File: src/hw/rtl/glob_basename_matcher_assert.svh
// Assertion macros for the glob basename matcher.
// Used by glob_basename_matcher.sv; expects signals named clock and reset in scope.
`ifndef GLOB_BASENAME_MATCHER_ASSERT_SVH
`define GLOB_BASENAME_MATCHER_ASSERT_SVH

// same-cycle implication
`define GBM_ASSERT_IMP(lbl, ante, cons, msg) \
   lbl: assert property (@(posedge clock) disable iff (reset) (ante) |-> (cons)) \
      else $error(msg);

// next-cycle implication
`define GBM_ASSERT_NXT(lbl, ante, cons, msg) \
   lbl: assert property (@(posedge clock) disable iff (reset) (ante) |=> (cons)) \
      else $error(msg);

`endif

File: src/hw/rtl/gbm_star_close.sv
// Star closure: spreads active positions forward across runs of '*' in one carry chain.
// Depends on nothing; instanced by glob_basename_matcher.
`timescale 1ns / 1ps

module gbm_star_close #(
   parameter int DEPTH = 256
) (
   input  logic [DEPTH-1:0] star_mask,   // star at position i, already limited to length
   input  logic [DEPTH:0]   seed_set,
   output logic [DEPTH:0]   closed_set
);

   // carry into j = star[j-1] & (seed[j-1] | carry[j-1]):
   // generate = star & seed, propagate = star & ~seed
   logic [DEPTH:0] op_a;
   logic [DEPTH:0] op_b;
   logic [DEPTH:0] sum;
   logic [DEPTH:0] carry;

   assign op_a       = {1'b0, star_mask};
   assign op_b       = {1'b0, star_mask & seed_set[DEPTH-1:0]};
   assign sum        = op_a + op_b;
   assign carry      = sum ^ op_a ^ op_b;
   assign closed_set = seed_set | carry;

endmodule

File: config.mk
export PLATFORM = sky130hd
export DESIGN_NAME = gbm_star_close
export DESIGN_NICKNAME = d
export VERILOG_FILES = /design/src/hw/rtl/glob_basename_matcher_assert.svh /design/src/hw/rtl/gbm_star_close.sv
export SDC_FILE = /design/constraint.sdc
export NUM_CORES = 1
export LEC_CHECK = 0
export BUFFER_PORTS_ARGS = -buffer_cell sky130_fd_sc_hd__clkbuf_2
export CAP_MARGIN = 20
export CORE_AREA = 2 2 303 305
export DETAILED_ROUTE_END_ITERATION = 7
export DIE_AREA = 0 0 305 307
export PLACE_DENSITY_LB_ADDON = 0.05
export SLEW_MARGIN = 10
export SYNTH_ARGS = -nofsm -noshare
export SYNTH_HDL_FRONTEND = slang
export SYNTH_SLANG_ARGS = --single-unit
File: constraint.sdc
create_clock -name vclk -period 5.4
set_clock_uncertainty 0.15 [all_clocks]
set_input_delay 0.27 -clock vclk [all_inputs]
set_output_delay 0.27 -clock vclk [all_outputs]
set_load 0.01 [all_outputs]
Word-level counts from Yosys, hierarchy flattened
Cells that the tools add are included.

Register bits: 0. Latch bits: 0. Bits in writable memories: 0. ROM bits: 0. Bits of input ports: 513. Output and inout port bits: 257. Memories: 0.

Add/subtract/negate cells: 1. $mul: 0. Div/mod/pow operators: 0. Magnitude comparators: 0. Equality and inequality tests: 0. Shift operators: 0. Muxes and demuxes: 0. Bitwise operators: 4. Reductions and logical operators: 0.

Operators by type and width (number): 257-bit by 256-bit bitwise XOR with 257-bit output (2); 256-bit by 256-bit adder with 257-bit output (1); 257-bit bitwise OR (1); 256-bit bitwise AND (1).

Depth between registers and ports, before layout
Word-level depth: 5. Mapped depth: 17. Mapped depth without buffers: 17.

Least setup slack after synthesis
OpenSTA, ideal clock, no wires.

Path type: input -> output. Start point: input seed_set[33]. End point: output closed_set[253]. Arrival: 3.803 ns. Required time: 4.980 ns. Slack: 1.177 ns. Stages on the path: 15. Path buffers: 0. Cell sequence: and4bb_4 -> nand2_4 -> or4_4 -> o21a_1 -> a221oi_2 -> nor3b_1 -> o31a_1 -> o41a_1 -> o31ai_2 -> a31oi_1 -> o221ai_2 -> a21boi_2 -> o41ai_2 -> a21boi_1 -> o41ai_2.

Word-level cells in the longest chain between the ends: 5.

RTL lines: start: declaration (RTL line gbm_star_close.sv:9) `input logic [DEPTH:0] seed_set,`; 256-bit bitwise AND (RTL line gbm_star_close.sv:21) `assign op_b = {1'b0, star_mask & seed_set[DEPTH-1:0]};`; 256-bit by 256-bit adder with 257-bit output (RTL line gbm_star_close.sv:22) `assign sum = op_a + op_b;`; 257-bit by 256-bit bitwise XOR with 257-bit output (2 in a row) (RTL line gbm_star_close.sv:23) `assign carry = sum ^ op_a ^ op_b;`; 257-bit bitwise OR (RTL line gbm_star_close.sv:24) `assign closed_set = seed_set | carry;`; end: declaration (RTL line gbm_star_close.sv:10) `output logic [DEPTH:0] closed_set`.

No other way between the ends.

Worst setup path in the final report
Start point: input star_mask[1]. End point: output closed_set[226].

Word-level cells in the longest chain between the ends: 5.

RTL lines: start: declaration (RTL line gbm_star_close.sv:8) `input logic [DEPTH-1:0] star_mask,`; 256-bit bitwise AND (RTL line gbm_star_close.sv:21); 256-bit by 256-bit adder with 257-bit output (*) (RTL line gbm_star_close.sv:22); 257-bit by 256-bit bitwise XOR with 257-bit output (*) (2 in a row) (RTL line gbm_star_close.sv:23); 257-bit bitwise OR (*) (RTL line gbm_star_close.sv:24).

Mark *: on every way between the ends. The rest lies on a longest branch, timed or not.

==> impl_metrics.env <==
export IMPL_run_status="complete, no violations"
export IMPL_std_cell_rows=111
export IMPL_gp_congestion=0.9359
export IMPL_synthesis_instances=2871
export IMPL_met2_wirelength_um=64610
export IMPL_relSlewSlack_pct=27.77
export IMPL_ys_types=89
export IMPL_track_usage_pct=26.49
export IMPL_dpl_cell_area_um2=24610
export IMPL_critical_path_endpoint="closed_set[226]"
export IMPL_routedWlPerCell_um=25.94
export IMPL_netlist_top_cells_count="sky130_fd_sc_hd__nand2_1 (332), sky130_fd_sc_hd__a21oi_1 (277), sky130_fd_sc_hd__nor2_1 (254), sky130_fd_sc_hd__o21ai_0 (250), sky130_fd_sc_hd__a21o_1 (174)"
export IMPL_worst_pin_slew_ps=1069
export IMPL_finalSetupViolations=0
export IMPL_max_freq_mhz=192.4
export IMPL_post_route_cell_area_um2=24890
export IMPL_route_met3_wl_um=7034
export IMPL_critPathLaunch="star_mask[1]"
export IMPL_dr_pass1_iters=6
export IMPL_fin_tns_setup_ps=0
export IMPL_antenna_found_initial=39
export IMPL_highest_signal_layer="met5"
export IMPL_initial_core_util_pct=19.16
export IMPL_drt_met1_wl_um=57770
export IMPL_grt_overflow_total=0
export IMPL_yosysWarningCount=0
export IMPL_crit_required_ps=4980
export IMPL_grt_pass1_wl_um=188300
export IMPL_total_nets_after_synthesis=3385
export IMPL_mappedNetlistArea_um2=17380
export IMPL_crit_path_dat_ps=4780
export IMPL_die_width_um=305
export IMPL_io_buf_count=770
export IMPL_critPathMaxFanout=4
export IMPL_core_area_um2=90690
export IMPL_synth_top_cell_area_share_pct=7.979
export IMPL_setup_worst_path_end_class="output pin"
export IMPL_ios=770
export IMPL_max_cap_viol_count=0
export IMPL_report_final_hold_viol_count=0
export IMPL_detail_route_iter0_violations=1916
export IMPL_flops_and_latches=0
export IMPL_layout_nets=4407
export IMPL_finalCriticalPeriod_ps=5197
export IMPL_detail_route_antenna_nets=0
export IMPL_grt_max_degree=10
export IMPL_layout_clock_buffers=0
export IMPL_die_y_um=307
export IMPL_yosysSeqAreaShare_pct=0
export IMPL_drv_slew=0
export IMPL_ir_drop_worst_case_vdd_mv=0.03009
export IMPL_synthesis_area_per_instance_um2=6.052
export IMPL_post_layout_total_power_mw=1.903
export IMPL_post_synth_top_count_cell="sky130_fd_sc_hd__nand2_1"
export IMPL_drt_vias_per_instance=5.410
export IMPL_area_sequential_um2=0
export IMPL_hpwl_um=119200
export IMPL_total_die_area_um2=93640
export IMPL_p_leak_nw=10.57
export IMPL_timing_setup_critical_path_class="input pin to output pin"
export IMPL_via_count=27580
export IMPL_p_per_area_nw_per_um2=76.47
export IMPL_post_route_drc_count=0
export IMPL_drt_wl_total_um=132200
export IMPL_grt_setup_unrepaired="false"
export IMPL_holdCritPathClass="input pin to output pin"
export IMPL_cp_start_kind="input pin"
export IMPL_synth_top_cells_by_area="sky130_fd_sc_hd__a21oi_1 (8.0%), sky130_fd_sc_hd__a21o_1 (7.5%), sky130_fd_sc_hd__o21ai_0 (7.2%)"
export IMPL_layout_area_overhead_vs_synth_pct=43.23
export IMPL_min_period_over_period_pct=96.23
export IMPL_synth_top_cell_by_area="sky130_fd_sc_hd__a21oi_1"
export IMPL_first_global_vias=27570
export IMPL_worst_hold_slack_ps=617.9
export IMPL_layout_drive_gt1_share_pct=30.51
==> timing repair <==
item	CTS	global route
gates resized for setup	8	35
cloned	0	0
endpoints found under the setup margin	11	18
pin swaps	2	13
hold buffers	0	0
buffers inserted	0	4
==> stage by stage <==
| stage | cells | util, % | worst slack, ps |
|---|---|---|---|
| 6_report | 5097 | 27.44 | 203.4 |
| 4_1_cts | 5073 | 27.17 | -9.994 |
| 3_3_place_gp | 5073 | 27.13 | -621.1 |
| 5_1_grt | 5094 | 27.43 | 10.28 |
| 3_5_place_dp | 5073 | 27.13 | -665.2 |
| 2_1_floorplan | 2871 | - | 1177 |
==> worst max-delay path, cell delays in order <==
cell and delay, ps:
sky130_fd_sc_hd__clkbuf_2 110, sky130_fd_sc_hd__nor2b_1 130, sky130_fd_sc_hd__ha_1 190, sky130_fd_sc_hd__a211o_1 290, sky130_fd_sc_hd__a22o_1 240, sky130_fd_sc_hd__and4_1 230
sky130_fd_sc_hd__o21ai_1 420, sky130_fd_sc_hd__a211oi_2 160, sky130_fd_sc_hd__o211ai_1 200, sky130_fd_sc_hd__buf_4 180, sky130_fd_sc_hd__a211oi_4 80, sky130_fd_sc_hd__a31oi_1 150
sky130_fd_sc_hd__buf_4 160, sky130_fd_sc_hd__nor4_2 50, sky130_fd_sc_hd__buf_4 160, sky130_fd_sc_hd__a31o_2 240, sky130_fd_sc_hd__a31oi_1 340, sky130_fd_sc_hd__o41ai_2 140
sky130_fd_sc_hd__buf_4 180, sky130_fd_sc_hd__a31oi_1 340, sky130_fd_sc_hd__o21ba_2 200, sky130_fd_sc_hd__o211ai_1 120, sky130_fd_sc_hd__clkbuf_2 160
==> cells by family (layout without fill, tap and decap cells) <==
family | Yosys count | count (layout) | synth area share [%]
fa+ha+maj | 1 | 1 | 0.07200
xor+xnor | 1 | 1 | 0.05042
compound gates | 1219 | 1219 | 46.33
buf+inv | 111 | 1131 | 2.420
simple gates | 1539 | 1539 | 51.13
other cells | 0 | 20 | 0
==> how the worst min path moves through the flow <==
stage	slack (ps)	from	end	cells after the start
final	620	seed_set[0]	closed_set[0]	2
after global routing	630	seed_set[0]	closed_set[0]	2
after CTS	620	seed_set[0]	closed_set[0]	2
after detailed placement	620	seed_set[0]	closed_set[0]	2
after global placement	610	seed_set[0]	closed_set[0]	2
after floorplan	470	seed_set[252]	closed_set[253]	1
==> cell usage in the layout (no fill, tap or decap), types with 27 or more instances in the layout <==
master	synthesis	layout
sky130_fd_sc_hd__clkbuf_2	0	768
sky130_fd_sc_hd__nand2_1	332	332
sky130_fd_sc_hd__a21oi_1	277	274
sky130_fd_sc_hd__buf_4	1	264
sky130_fd_sc_hd__nor2_1	254	253
sky130_fd_sc_hd__o21ai_0	250	248
sky130_fd_sc_hd__a21o_1	174	174
sky130_fd_sc_hd__nor2b_1	132	132
sky130_fd_sc_hd__nor4bb_1	122	115
sky130_fd_sc_hd__nand2b_1	115	115
sky130_fd_sc_hd__inv_1	97	97
sky130_fd_sc_hd__nand3_1	88	88
sky130_fd_sc_hd__o21a_1	87	87
sky130_fd_sc_hd__or2_2	76	76
sky130_fd_sc_hd__nand4_1	55	55
sky130_fd_sc_hd__nor3_1	56	54
sky130_fd_sc_hd__a31oi_1	54	53
sky130_fd_sc_hd__and2_1	46	46
sky130_fd_sc_hd__or3_1	46	46
sky130_fd_sc_hd__and3_1	33	33
sky130_fd_sc_hd__o211ai_1	32	32
sky130_fd_sc_hd__a211oi_1	36	32
sky130_fd_sc_hd__o21bai_1	31	31
sky130_fd_sc_hd__a211o_1	32	31
sky130_fd_sc_hd__a32oi_1	29	29
sky130_fd_sc_hd__nand3b_1	27	27
==> cell type report <==
class | instances | area [um2]
inverter | 97 | 364.1
antenna | 20 | 50.05
timing repair buffer | 1034 | 5836
fill | 10710 | 65800
multi-input combinational | 2760 | 17150
tap | 1186 | 1484
==> routing by layer <==
metal | GRT usage, % | vias up
li1 | - | 13250
met1 | 34.14 | 13300
met2 | 46.86 | 874
met3 | 3.405 | 121
met4 | 5.572 | 36
met5 | 0 | -
==> report_power, final <==
| part | switching [mW] | internal, mW | leakage [nW] |
|---|---|---|---|
| clock | 0 | 0.000000498 | 0.000127 |
| sequential | 0 | 0 | 0 |
| combinational | 1.16 | 0.740 | 10.6 |
(Power assumes the default switching activity.)
